## config.mk

```make
export PLATFORM = sky130hd
export DESIGN_NAME = tryte_chunk_sum_normalizer
export DESIGN_NICKNAME = d
export VERILOG_FILES = /design/src/rtl/tcsn_pkg.sv /design/src/rtl/tryte_chunk_sum_normalizer.sv /design/src/rtl/tcsn_fifo.sv /design/src/rtl/tcsn_ram.sv /design/src/rtl/tcsn_front.sv /design/src/rtl/tcsn_back.sv
export SDC_FILE = /design/constraint.sdc
export NUM_CORES = 1
export LEC_CHECK = 0
export BUFFER_PORTS_ARGS = -buffer_cell sky130_fd_sc_hd__buf_2
export CAP_MARGIN = 10
export CORE_MARGIN = 3
export CORE_UTILIZATION = 37
export DETAILED_ROUTE_END_ITERATION = 6
export MAX_ROUTING_LAYER = met4
export PLACE_DENSITY_LB_ADDON = 0.3
export SYNTH_ARGS = -nofsm -noshare
export SYNTH_HDL_FRONTEND = slang
export SYNTH_SLANG_ARGS = --single-unit
export TNS_END_PERCENT = 50
```

## constraint.sdc

```tcl
create_clock -name clock -period 12.95 [get_ports clock]
set_input_delay 3.2375 -clock clock [delete_from_list [all_inputs] [get_ports clock]]
set_output_delay 3.2375 -clock clock [all_outputs]
set_load 0.03 [all_outputs]
```

## src/rtl/tcsn_pkg.sv

```systemverilog
// Shared constants, types and helper functions for the tryte chunk sum normalizer.
// No dependencies; every other file of the block imports this package.
package tcsn_pkg;

   localparam int TRYTE_W       = 5;
   localparam int CHUNK_LEN_DEF = 27;
   localparam int TRYTE_MAX_DEF = 13;

   // chunk buffer banks, and depth of the small descriptor and result queues
   localparam int NUM_BANKS  = 2;
   localparam int FIFO_DEPTH = 2;

   typedef enum logic [0:0] {
      BACK_IDLE,
      BACK_RUN
   } back_state_type;

   // width of a signed sum of chunk_len trytes, never narrower than a tryte plus sign
   function automatic int sum_width(input int chunk_len, input int tryte_max);
      int raw;
      raw = $clog2(chunk_len * tryte_max + 1) + 1;
      return (raw > TRYTE_W + 1) ? raw : TRYTE_W + 1;
   endfunction

   // index width for a counter over chunk_len positions
   function automatic int index_width(input int chunk_len);
      return (chunk_len > 1) ? $clog2(chunk_len) : 1;
   endfunction

endpackage

```

## src/rtl/tryte_chunk_sum_normalizer.sv

```systemverilog
// Top level of the tryte chunk sum normalizer.
// Depends on tcsn_pkg, tcsn_front, tcsn_fifo, tcsn_ram and tcsn_back.
//
// Usage:
//   Input queue: drive req_tryte_in with push; a tryte is taken at a clock edge
//   with push high and full low. Out-of-range codes saturate to +/-TRYTE_MAX.
//   Every CHUNK_LEN trytes form a chunk; when the chunk is complete its sum is
//   balanced to zero (earliest trytes absorb it first) and the chunk comes out.
//   Result queue: while empty is low, rsp_tryte_out/rsp_chunk_last show the
//   oldest result; it is taken at an edge with pop high. rsp_chunk_last marks
//   the final tryte of each chunk.
//   Path: the first result of a chunk passes the descriptor queue, the back's
//   sum load, the buffer read and the result queue; the rest follow one per
//   cycle while pop stays high. Throughput: one tryte per cycle on input while
//   full is low. Per chunk the back loads the chunk sum, reads each tryte once
//   and drains the last read before the next load, setting the sustained rate.
//   Stall: when pop stays low the result queue fills, the back stops reading,
//   and once both buffer banks hold finished chunks full rises.
//   Reset: synchronous; clears counters, the front's sum and the queues. The
//   buffer and the back's rest sum are not cleared; both are written before use.
module tryte_chunk_sum_normalizer
   import tcsn_pkg::*;
#(
   parameter int CHUNK_LEN = CHUNK_LEN_DEF,
   parameter int TRYTE_MAX = TRYTE_MAX_DEF
) (
   input  logic                      clock,
   input  logic                      reset,
   input  logic                      push,
   output logic                      full,
   input  logic signed [TRYTE_W-1:0] req_tryte_in,
   output logic                      empty,
   input  logic                      pop,
   output logic signed [TRYTE_W-1:0] rsp_tryte_out,
   output logic                      rsp_chunk_last
);

   localparam int SUM_W  = sum_width(CHUNK_LEN, TRYTE_MAX);
   localparam int AW     = $clog2(NUM_BANKS * CHUNK_LEN);
   localparam int CNT_W  = $clog2(FIFO_DEPTH + 1);

   logic              ram_wr_en, ram_rd_en;
   logic [AW-1:0]     ram_wr_addr, ram_rd_addr;
   logic [TRYTE_W-1:0] ram_wr_data, ram_rd_data;
   logic              desc_push, desc_pop, desc_empty, desc_full;
   logic [SUM_W:0]    desc_wr_data, desc_rd_data;
   logic [CNT_W-1:0]  desc_count;
   logic              bank_free;

   tcsn_front #(
      .CHUNK_LEN (CHUNK_LEN),
      .TRYTE_MAX (TRYTE_MAX)
   ) u_front (
      .clock        (clock),
      .reset        (reset),
      .push         (push),
      .full         (full),
      .req_tryte_in (req_tryte_in),
      .ram_wr_en    (ram_wr_en),
      .ram_wr_addr  (ram_wr_addr),
      .ram_wr_data  (ram_wr_data),
      .desc_push    (desc_push),
      .desc_data    (desc_wr_data),
      .bank_free    (bank_free)
   );

   tcsn_fifo #(
      .WIDTH (SUM_W + 1)
   ) u_desc_fifo (
      .clock     (clock),
      .reset     (reset),
      .push      (desc_push),
      .push_data (desc_wr_data),
      .pop       (desc_pop),
      .pop_data  (desc_rd_data),
      .empty     (desc_empty),
      .full      (desc_full),
      .count     (desc_count)
   );

   tcsn_ram #(
      .WIDTH (TRYTE_W),
      .DEPTH (NUM_BANKS * CHUNK_LEN)
   ) u_chunk_ram (
      .clock   (clock),
      .wr_en   (ram_wr_en),
      .wr_addr (ram_wr_addr),
      .wr_data (ram_wr_data),
      .rd_en   (ram_rd_en),
      .rd_addr (ram_rd_addr),
      .rd_data (ram_rd_data)
   );

   tcsn_back #(
      .CHUNK_LEN (CHUNK_LEN),
      .TRYTE_MAX (TRYTE_MAX)
   ) u_back (
      .clock          (clock),
      .reset          (reset),
      .desc_empty     (desc_empty),
      .desc_data      (desc_rd_data),
      .desc_pop       (desc_pop),
      .ram_rd_en      (ram_rd_en),
      .ram_rd_addr    (ram_rd_addr),
      .ram_rd_data    (ram_rd_data),
      .bank_free      (bank_free),
      .rsp_tryte_out  (rsp_tryte_out),
      .rsp_chunk_last (rsp_chunk_last),
      .empty          (empty),
      .pop            (pop)
   );

   a_desc_no_overflow: assert property (@(posedge clock) disable iff (reset)
      desc_push |-> !desc_full)
      else $error("chunk descriptor pushed into a full queue");

   a_desc_bound: assert property (@(posedge clock) disable iff (reset)
      desc_count <= CNT_W'(NUM_BANKS))
      else $error("more pending chunks than buffer banks");

   a_wr_rd_banks_apart: assert property (@(posedge clock) disable iff (reset)
      (ram_wr_en && ram_rd_en) |-> (ram_wr_addr != ram_rd_addr))
      else $error("front and back touch the same buffer entry");

endmodule

```

## src/rtl/tcsn_fifo.sv

```systemverilog
// Small register FIFO of FIFO_DEPTH entries with push/pop handshake.
// Depends on tcsn_pkg.
module tcsn_fifo
   import tcsn_pkg::*;
#(
   parameter int WIDTH = 8
) (
   input  logic                                  clock,
   input  logic                                  reset,
   input  logic                                  push,
   input  logic [WIDTH-1:0]                      push_data,
   input  logic                                  pop,
   output logic [WIDTH-1:0]                      pop_data,
   output logic                                  empty,
   output logic                                  full,
   output logic [$clog2(FIFO_DEPTH+1)-1:0]       count
);

   localparam int PTR_W = (FIFO_DEPTH > 1) ? $clog2(FIFO_DEPTH) : 1;
   localparam int CNT_W = $clog2(FIFO_DEPTH + 1);

   logic [WIDTH-1:0] entry_ff [FIFO_DEPTH];
   logic [PTR_W-1:0] wr_ptr_ff, wr_ptr_in;
   logic [PTR_W-1:0] rd_ptr_ff, rd_ptr_in;
   logic [CNT_W-1:0] count_ff, count_in;
   logic             do_push, do_pop;

   assign empty    = (count_ff == '0);
   assign full     = (count_ff == CNT_W'(FIFO_DEPTH));
   assign count    = count_ff;
   assign pop_data = entry_ff[rd_ptr_ff];
   assign do_push  = push && !full;
   assign do_pop   = pop && !empty;

   always_comb begin
      wr_ptr_in = wr_ptr_ff;
      rd_ptr_in = rd_ptr_ff;
      count_in  = count_ff;
      if (do_push) begin
         wr_ptr_in = (wr_ptr_ff == PTR_W'(FIFO_DEPTH - 1)) ? '0 : wr_ptr_ff + 1'b1;
      end
      if (do_pop) begin
         rd_ptr_in = (rd_ptr_ff == PTR_W'(FIFO_DEPTH - 1)) ? '0 : rd_ptr_ff + 1'b1;
      end
      if (do_push && !do_pop) begin
         count_in = count_ff + 1'b1;
      end else if (do_pop && !do_push) begin
         count_in = count_ff - 1'b1;
      end
   end

   always_ff @(posedge clock) begin
      if (reset) begin
         wr_ptr_ff <= '0;
         rd_ptr_ff <= '0;
         count_ff  <= '0;
      end else begin
         wr_ptr_ff <= wr_ptr_in;
         rd_ptr_ff <= rd_ptr_in;
         count_ff  <= count_in;
      end
   end

   always_ff @(posedge clock) begin
      if (do_push) begin
         entry_ff[wr_ptr_ff] <= push_data;
      end
   end

endmodule

```

## src/rtl/tcsn_ram.sv

```systemverilog
// Generic simple dual-port RAM: one write port, one read port with registered data.
// Depends on tcsn_pkg for the default WIDTH (TRYTE_W).
module tcsn_ram
   import tcsn_pkg::*;
#(
   parameter int WIDTH = TRYTE_W,
   parameter int DEPTH = 2
) (
   input  logic                     clock,
   input  logic                     wr_en,
   input  logic [$clog2(DEPTH)-1:0] wr_addr,
   input  logic [WIDTH-1:0]         wr_data,
   input  logic                     rd_en,
   input  logic [$clog2(DEPTH)-1:0] rd_addr,
   output logic [WIDTH-1:0]         rd_data
);

   logic [WIDTH-1:0] mem_ff [DEPTH];
   logic [WIDTH-1:0] rd_data_ff;

   assign rd_data = rd_data_ff;

   always_ff @(posedge clock) begin
      if (wr_en) begin
         mem_ff[wr_addr] <= wr_data;
      end
      if (rd_en) begin
         rd_data_ff <= mem_ff[rd_addr];
      end
   end

endmodule

```

## src/rtl/tcsn_front.sv

```systemverilog
// Front part: accepts trytes, saturates them, writes the chunk buffer and sums the chunk.
// Depends on tcsn_pkg; feeds the chunk descriptor queue and the chunk buffer RAM.
module tcsn_front
   import tcsn_pkg::*;
#(
   parameter int CHUNK_LEN = CHUNK_LEN_DEF,
   parameter int TRYTE_MAX = TRYTE_MAX_DEF
) (
   input  logic                                              clock,
   input  logic                                              reset,
   input  logic                                              push,
   output logic                                              full,
   input  logic signed [TRYTE_W-1:0]                         req_tryte_in,
   output logic                                              ram_wr_en,
   output logic [$clog2(NUM_BANKS*CHUNK_LEN)-1:0]            ram_wr_addr,
   output logic [TRYTE_W-1:0]                                ram_wr_data,
   output logic                                              desc_push,
   output logic [sum_width(CHUNK_LEN, TRYTE_MAX):0]          desc_data,
   input  logic                                              bank_free
);

   localparam int SUM_W = sum_width(CHUNK_LEN, TRYTE_MAX);
   localparam int IDX_W = index_width(CHUNK_LEN);
   localparam int AW    = $clog2(NUM_BANKS * CHUNK_LEN);
   localparam int CNT_W = $clog2(NUM_BANKS + 1);
   localparam logic signed [TRYTE_W-1:0] MAX_T = TRYTE_W'(TRYTE_MAX);

   logic [IDX_W-1:0]        idx_ff, idx_in;
   logic                    bank_ff, bank_in;
   logic signed [SUM_W-1:0] sum_ff, sum_in;
   logic [CNT_W-1:0]        owned_ff, owned_in;
   logic                    accept, chunk_end;
   logic signed [TRYTE_W-1:0] sat;
   logic signed [SUM_W-1:0]   chunk_sum;

   // back holds every bank: stop taking trytes
   assign full      = (owned_ff == CNT_W'(NUM_BANKS));
   assign accept    = push && !full;
   assign chunk_end = accept && (idx_ff == IDX_W'(CHUNK_LEN - 1));

   always_comb begin
      if (req_tryte_in > MAX_T) begin
         sat = MAX_T;
      end else if (req_tryte_in < -MAX_T) begin
         sat = -MAX_T;
      end else begin
         sat = req_tryte_in;
      end
   end

   assign chunk_sum   = sum_ff + SUM_W'(sat);
   assign ram_wr_en   = accept;
   assign ram_wr_data = sat;
   assign ram_wr_addr = AW'(idx_ff) + (bank_ff ? AW'(CHUNK_LEN) : AW'(0));
   assign desc_push   = chunk_end;
   assign desc_data   = {bank_ff, chunk_sum};

   always_comb begin
      idx_in   = idx_ff;
      bank_in  = bank_ff;
      sum_in   = sum_ff;
      owned_in = owned_ff;
      if (accept) begin
         if (chunk_end) begin
            idx_in  = '0;
            sum_in  = '0;
            bank_in = !bank_ff;
         end else begin
            idx_in = idx_ff + 1'b1;
            sum_in = chunk_sum;
         end
      end
      if (chunk_end && !bank_free) begin
         owned_in = owned_ff + 1'b1;
      end else if (bank_free && !chunk_end) begin
         owned_in = owned_ff - 1'b1;
      end
   end

   always_ff @(posedge clock) begin
      if (reset) begin
         idx_ff   <= '0;
         bank_ff  <= 1'b0;
         sum_ff   <= '0;
         owned_ff <= '0;
      end else begin
         idx_ff   <= idx_in;
         bank_ff  <= bank_in;
         sum_ff   <= sum_in;
         owned_ff <= owned_in;
      end
   end

   a_owned_bound: assert property (@(posedge clock) disable iff (reset)
      owned_ff <= CNT_W'(NUM_BANKS))
      else $error("more chunks handed to the back than banks exist");

   a_free_needs_owner: assert property (@(posedge clock) disable iff (reset)
      bank_free |-> (owned_ff != '0))
      else $error("bank freed while the back owns none");

   a_bank_flips: assert property (@(posedge clock) disable iff (reset)
      chunk_end |=> (bank_ff != $past(bank_ff)) && (idx_ff == '0))
      else $error("chunk end did not switch banks");

endmodule

```

## src/rtl/tcsn_back.sv

```systemverilog
// Back part: takes chunk descriptors, reads the buffered chunk, balances it and emits it.
// Depends on tcsn_pkg and tcsn_fifo (result queue).
module tcsn_back
   import tcsn_pkg::*;
#(
   parameter int CHUNK_LEN = CHUNK_LEN_DEF,
   parameter int TRYTE_MAX = TRYTE_MAX_DEF
) (
   input  logic                                              clock,
   input  logic                                              reset,
   input  logic                                              desc_empty,
   input  logic [sum_width(CHUNK_LEN, TRYTE_MAX):0]          desc_data,
   output logic                                              desc_pop,
   output logic                                              ram_rd_en,
   output logic [$clog2(NUM_BANKS*CHUNK_LEN)-1:0]            ram_rd_addr,
   input  logic [TRYTE_W-1:0]                                ram_rd_data,
   output logic                                              bank_free,
   output logic signed [TRYTE_W-1:0]                         rsp_tryte_out,
   output logic                                              rsp_chunk_last,
   output logic                                              empty,
   input  logic                                              pop
);

   localparam int SUM_W = sum_width(CHUNK_LEN, TRYTE_MAX);
   localparam int IDX_W = index_width(CHUNK_LEN);
   localparam int AW    = $clog2(NUM_BANKS * CHUNK_LEN);
   localparam int CNT_W = $clog2(FIFO_DEPTH + 1);
   localparam logic signed [SUM_W-1:0] MAX_S = SUM_W'(TRYTE_MAX);

   back_state_type state_ff, state_in;
   logic [IDX_W-1:0]        idx_ff, idx_in;
   logic                    bank_ff, bank_in;
   logic signed [SUM_W-1:0] rest_ff, rest_in;
   logic                    rd_valid_ff, rd_last_ff, rd_last_in;
   logic                    start, issue, last_issue;

   logic [CNT_W-1:0]        out_count;
   logic                    out_full, out_pop_fire;
   logic [CNT_W:0]          occupancy;
   logic [TRYTE_W:0]        out_data;

   logic signed [TRYTE_W-1:0] rd_tryte;
   logic signed [SUM_W-1:0]   t_ext, room, need, take, adj, rest_next;

   // credit: a read may be issued only when its data has a free result slot
   assign out_pop_fire = pop && !empty;
   assign occupancy    = {1'b0, out_count} + (CNT_W + 1)'(rd_valid_ff)
                         - (CNT_W + 1)'(out_pop_fire);

   always_comb begin
      state_in   = state_ff;
      idx_in     = idx_ff;
      bank_in    = bank_ff;
      start      = 1'b0;
      issue      = 1'b0;
      last_issue = 1'b0;
      rd_last_in = rd_last_ff;
      unique case (state_ff)
         BACK_IDLE: begin
            // wait for the previous chunk's last tryte before loading a new sum
            if (!desc_empty && !rd_valid_ff) begin
               start    = 1'b1;
               idx_in   = '0;
               bank_in  = desc_data[SUM_W];
               state_in = BACK_RUN;
            end
         end
         BACK_RUN: begin
            if (occupancy < (CNT_W + 1)'(FIFO_DEPTH)) begin
               issue      = 1'b1;
               last_issue = (idx_ff == IDX_W'(CHUNK_LEN - 1));
               rd_last_in = last_issue;
               if (last_issue) begin
                  state_in = BACK_IDLE;
               end else begin
                  idx_in = idx_ff + 1'b1;
               end
            end
         end
         default: begin
            state_in = BACK_IDLE;
         end
      endcase
   end

   assign desc_pop    = start;
   assign ram_rd_en   = issue;
   assign ram_rd_addr = AW'(idx_ff) + (bank_ff ? AW'(CHUNK_LEN) : AW'(0));
   assign bank_free   = last_issue;

   // absorb as much of the remaining sum as this tryte's bound allows
   assign rd_tryte = ram_rd_data;
   assign t_ext    = SUM_W'(rd_tryte);

   always_comb begin
      room      = '0;
      need      = '0;
      take      = '0;
      adj       = t_ext;
      rest_next = rest_ff;
      if (rest_ff > 0) begin
         room      = t_ext + MAX_S;
         take      = (rest_ff < room) ? rest_ff : room;
         adj       = t_ext - take;
         rest_next = rest_ff - take;
      end else if (rest_ff < 0) begin
         room      = MAX_S - t_ext;
         need      = -rest_ff;
         take      = (need < room) ? need : room;
         adj       = t_ext + take;
         rest_next = rest_ff + take;
      end
   end

   always_comb begin
      rest_in = rest_ff;
      if (start) begin
         rest_in = desc_data[SUM_W-1:0];
      end else if (rd_valid_ff) begin
         rest_in = rest_next;
      end
   end

   assign out_data = {adj[TRYTE_W-1:0], rd_last_ff};

   always_ff @(posedge clock) begin
      if (reset) begin
         state_ff    <= BACK_IDLE;
         idx_ff      <= '0;
         bank_ff     <= 1'b0;
         rd_valid_ff <= 1'b0;
      end else begin
         state_ff    <= state_in;
         idx_ff      <= idx_in;
         bank_ff     <= bank_in;
         rd_valid_ff <= issue;
      end
   end

   always_ff @(posedge clock) begin
      rest_ff    <= rest_in;
      rd_last_ff <= rd_last_in;
   end

   tcsn_fifo #(
      .WIDTH (TRYTE_W + 1)
   ) u_out_fifo (
      .clock     (clock),
      .reset     (reset),
      .push      (rd_valid_ff),
      .push_data (out_data),
      .pop       (pop),
      .pop_data  ({rsp_tryte_out, rsp_chunk_last}),
      .empty     (empty),
      .full      (out_full),
      .count     (out_count)
   );

   a_no_overflow: assert property (@(posedge clock) disable iff (reset)
      rd_valid_ff |-> !out_full)
      else $error("read data returned into a full result queue");

   a_sum_cleared: assert property (@(posedge clock) disable iff (reset)
      (rd_valid_ff && rd_last_ff) |=> (rest_ff == '0))
      else $error("chunk sum not driven to zero by its last tryte");

   a_start_quiet: assert property (@(posedge clock) disable iff (reset)
      start |-> !rd_valid_ff && !issue)
      else $error("new chunk loaded while reads are in flight");

endmodule
```

==> impl_metrics.env <==
export IMPL_worstMarginPinSlew_ns=1.06
export IMPL_initial_core_util_pct=38.0
export IMPL_slew_violations=0
export IMPL_grt_max_degree=66
export IMPL_syn_inst=1113
export IMPL_crit_family="compound AO/OA/AOI/OAI gates"
export IMPL_cts_resized=0
export IMPL_cp_required_ns=13.40
export IMPL_maxCapViolations=0
export IMPL_max_freq_mhz=150
export IMPL_num_rows=76
export IMPL_drc=0
export IMPL_status="finished, final reports clean"
export IMPL_synth_warnings=0
export IMPL_critPathLaunch="req_tryte_in[3]"
export IMPL_worstPathMaxFanout=56
export IMPL_dieArea_um2=47400
export IMPL_track_usage_pct=15.0
export IMPL_hold_viol=0
export IMPL_syn_avg_cell_area_um2=14.9
export IMPL_ir_drop_mv=0.135
export IMPL_synth_fp_nets=1188
export IMPL_hpwlAfterDp_um=22400
export IMPL_cts_setup_buffers=0
export IMPL_drt_initial_drc_count=698
export IMPL_first_pass_iters=5
export IMPL_end_kind="register"
export IMPL_final_common_cell="edfxtp_1"
export IMPL_die_h_um=218
export IMPL_worstReg2RegStart="u_back.rest_ff[1]$_DFFE_PP_"
export IMPL_drive_gt1_share_pct=17.1
export IMPL_root_buffer="clkbuf_16"
export IMPL_power_uw=4650
export IMPL_crit_chain="buf_2, inv_1, nand3_1, nand2_1, ha_1, o21a_2, ha_1, a21o_1, a21oi_1, o21bai_1, a2111oi_1, nor3_1, nor3_1, nand2_1, a311oi_1"
export IMPL_rsz0062_at_grt="false"
export IMPL_fin_crit_sh_pct=51.5
export IMPL_htreeDepth=2
export IMPL_slowest_stage="o21a_2"
export IMPL_clkSlewWorstSetupHoldPaths_ns=0.06
export IMPL_period_needed_ns=6.67
export IMPL_setup_viol=0
export IMPL_skew_ns=0.0307
export IMPL_cts_buffer_depth=3
export IMPL_clock_latency_ns=0.55
export IMPL_synth_edf_count=320
export IMPL_port_buffers=16
export IMPL_p_per_area_nw_per_um2=250
export IMPL_final_core_util_pct=42.7
export IMPL_mostFrequentLayoutCells="edfxtp_1 (320), nor2_1 (119), mux4_2 (80), ha_1 (59), nand2_1 (49)"
export IMPL_critPathKind="input port to register"
export IMPL_power_frac_comb_pct=44.1
export IMPL_grt_pass1_vias=9373
export IMPL_seq_area_frac_synth_pct=62.2
export IMPL_start_kind="input port"
export IMPL_grt_pass1_wl_um=54000
export IMPL_p_int_uw=2990
export IMPL_min_from="u_back.rd_last_ff$_DFFE_PP_"
export IMPL_die_w_um=218
export IMPL_async_flop_share_pct=0
export IMPL_wl_um=33900
export IMPL_leakagePower_uw=0.00627
export IMPL_areaGrowthSynthToFinish_pct=12.2
export IMPL_reg2reg_slack_ns=6.67
export IMPL_ys_types=67
export IMPL_final_antenna_net_count=0
export IMPL_cp_arrival_ns=7.12
export IMPL_switching_share_pct=35.7
export IMPL_cts_tree="built"
export IMPL_max_slew_margin_pct=29.3
export IMPL_clkSinkCount=356
export IMPL_wl_per_cell_um=19.3
export IMPL_ys_ff_latch=356
export IMPL_fin_nets=1211
export IMPL_holdBufCountCts=0
export IMPL_syn_area_um2=16600
export IMPL_setup_tns_ns=0
export IMPL_numCtsBuffers=38
export IMPL_num_io_pins=17
export IMPL_max_stage_delay_ns=0.86
export IMPL_seqPwrFrac_pct=32.1
export IMPL_vias=9172
export IMPL_place_gp_congestion=0.802
export IMPL_routed_via_density=5.24
export IMPL_antenna_found_initial=2
export IMPL_coreArea_um2=43600
export IMPL_synth_flop_cell="edfxtp_1"
export IMPL_switchingPower_uw=1660
export IMPL_min_path_type="register to register"
export IMPL_grt_overflow=0
export IMPL_crit_buf_inv=2
export IMPL_clockPowerShare_pct=23.8
## per-stage QoR
stage               cell area, µm²  hold slack (ns)  cells  setup WS [ns]
floorplan                    16600            0.421   1113           4.82
global route                 18600            0.481   1752           5.85
detailed placement           17300            0.457   1681           5.70
CTS                          18600            0.472   1751           6.27
global placement             17300            0.447   1681           5.87
finish                       18600            0.462   1752           6.28
## cell families after synthesis
group / share of synthesized area (%)
flip-flops: 62.2
multiplexers: 12.8
XOR/XNOR: 3.17
adder cells (fa/ha/maj): 5.25
buffers and inverters: 2.18
AO/OA/AOI/OAI: 6.84
AND/OR/NAND/NOR: 7.55
## synth_stat cells, drive strengths merged, types with 8 or more instances
| cell type | n | area [µm²] |
|---|---|---|
| nand3 | 14 | 70.1 |
| mux4 | 80 | 1800 |
| a21oi | 49 | 257 |
| buf | 16 | 103 |
| mux2 | 10 | 120 |
| edfxtp | 320 | 9610 |
| nor2 | 119 | 447 |
| o21ai | 34 | 170 |
| mux2i | 20 | 200 |
| nand2b | 8 | 50.1 |
| nor2b | 12 | 75.1 |
| nor3 | 19 | 95.1 |
| inv | 42 | 158 |
| a22oi | 9 | 67.6 |
| nand4 | 8 | 50.1 |
| xnor2 | 35 | 307 |
| or3 | 9 | 61.3 |
| clkbuf | 26 | 97.6 |
| dfxtp | 36 | 721 |
| nand2 | 50 | 188 |
| a21o | 12 | 90.1 |
| a211oi | 12 | 125 |
| ha | 60 | 751 |
| o211ai | 8 | 65.1 |
| xor2 | 25 | 219 |
## power by group through the flow
| stage | clock network [µW] | logic, µW | registers (µW) |
|---|---|---|---|
| 6_report | 1110 | 2050 | 1490 |
| 3_5_place_dp | 0 | 2060 | 1520 |
| 4_1_cts | 1130 | 2080 | 1490 |
| 5_1_grt | 1180 | 2300 | 1510 |
| 2_1_floorplan | 0 | 1650 | 1470 |
| 3_3_place_gp | 0 | 2040 | 1520 |
## layer usage
layer	part of all wire, %	GRT usage, %	vias to the layer above
met5	0	-	-
met4	1.5	3.13	0
met3	4.5	2.62	41
met2	48	24.0	173
met1	46	20.2	4595
li1	-	-	4363
## flip-flops by register name, indices dropped and copies added, names as in the netlist, named ones only
signal and count:
u_back.u_out_fifo.wr_ptr_ff 1, u_back.state_ff 1, u_back.idx_ff 5, u_desc_fifo.count 2, u_chunk_ram.rd_data 5, u_back.rd_valid_ff 1, u_back.rd_last_ff 1, u_front.idx_ff 5
u_back.u_out_fifo.rd_ptr_ff 1, u_front.owned_ff 2, u_back.u_out_fifo.entry_ff 12, u_chunk_ram.mem_ff 270, u_desc_fifo.wr_ptr_ff 1, u_back.rest_ff 10, u_back.bank_ff 1, u_desc_fifo.entry_ff 22
u_front.sum_ff 10, u_front.bank_ff 1, u_back.u_out_fifo.count 2, u_desc_fifo.rd_ptr_ff 1
## layout make-up
type                       instances  area [µm²]
clock buffer                      52        1040
multi-input combinational        672        5970
inverter                          43         161
clock inverter                    18         235
sequential                       356       10300
tap                              585         732
antenna                            1        2.50
timing repair buffer              25         148
fill                            3899       25000
## worst paths after layout
path / to / cells past startpoint
worst max-delay path: u_front.sum_ff[9]$_SDFFE_PP0P_ / 15
worst min-delay path: u_back.u_out_fifo.entry_ff[0][0]$_DFFE_PP_ / 0
worst max register to register: u_back.rest_ff[9]$_DFFE_PP_ / 23
worst min register to register: u_back.u_out_fifo.entry_ff[0][0]$_DFFE_PP_ / 0
Note: power is estimated with default switching activity, not from simulation.
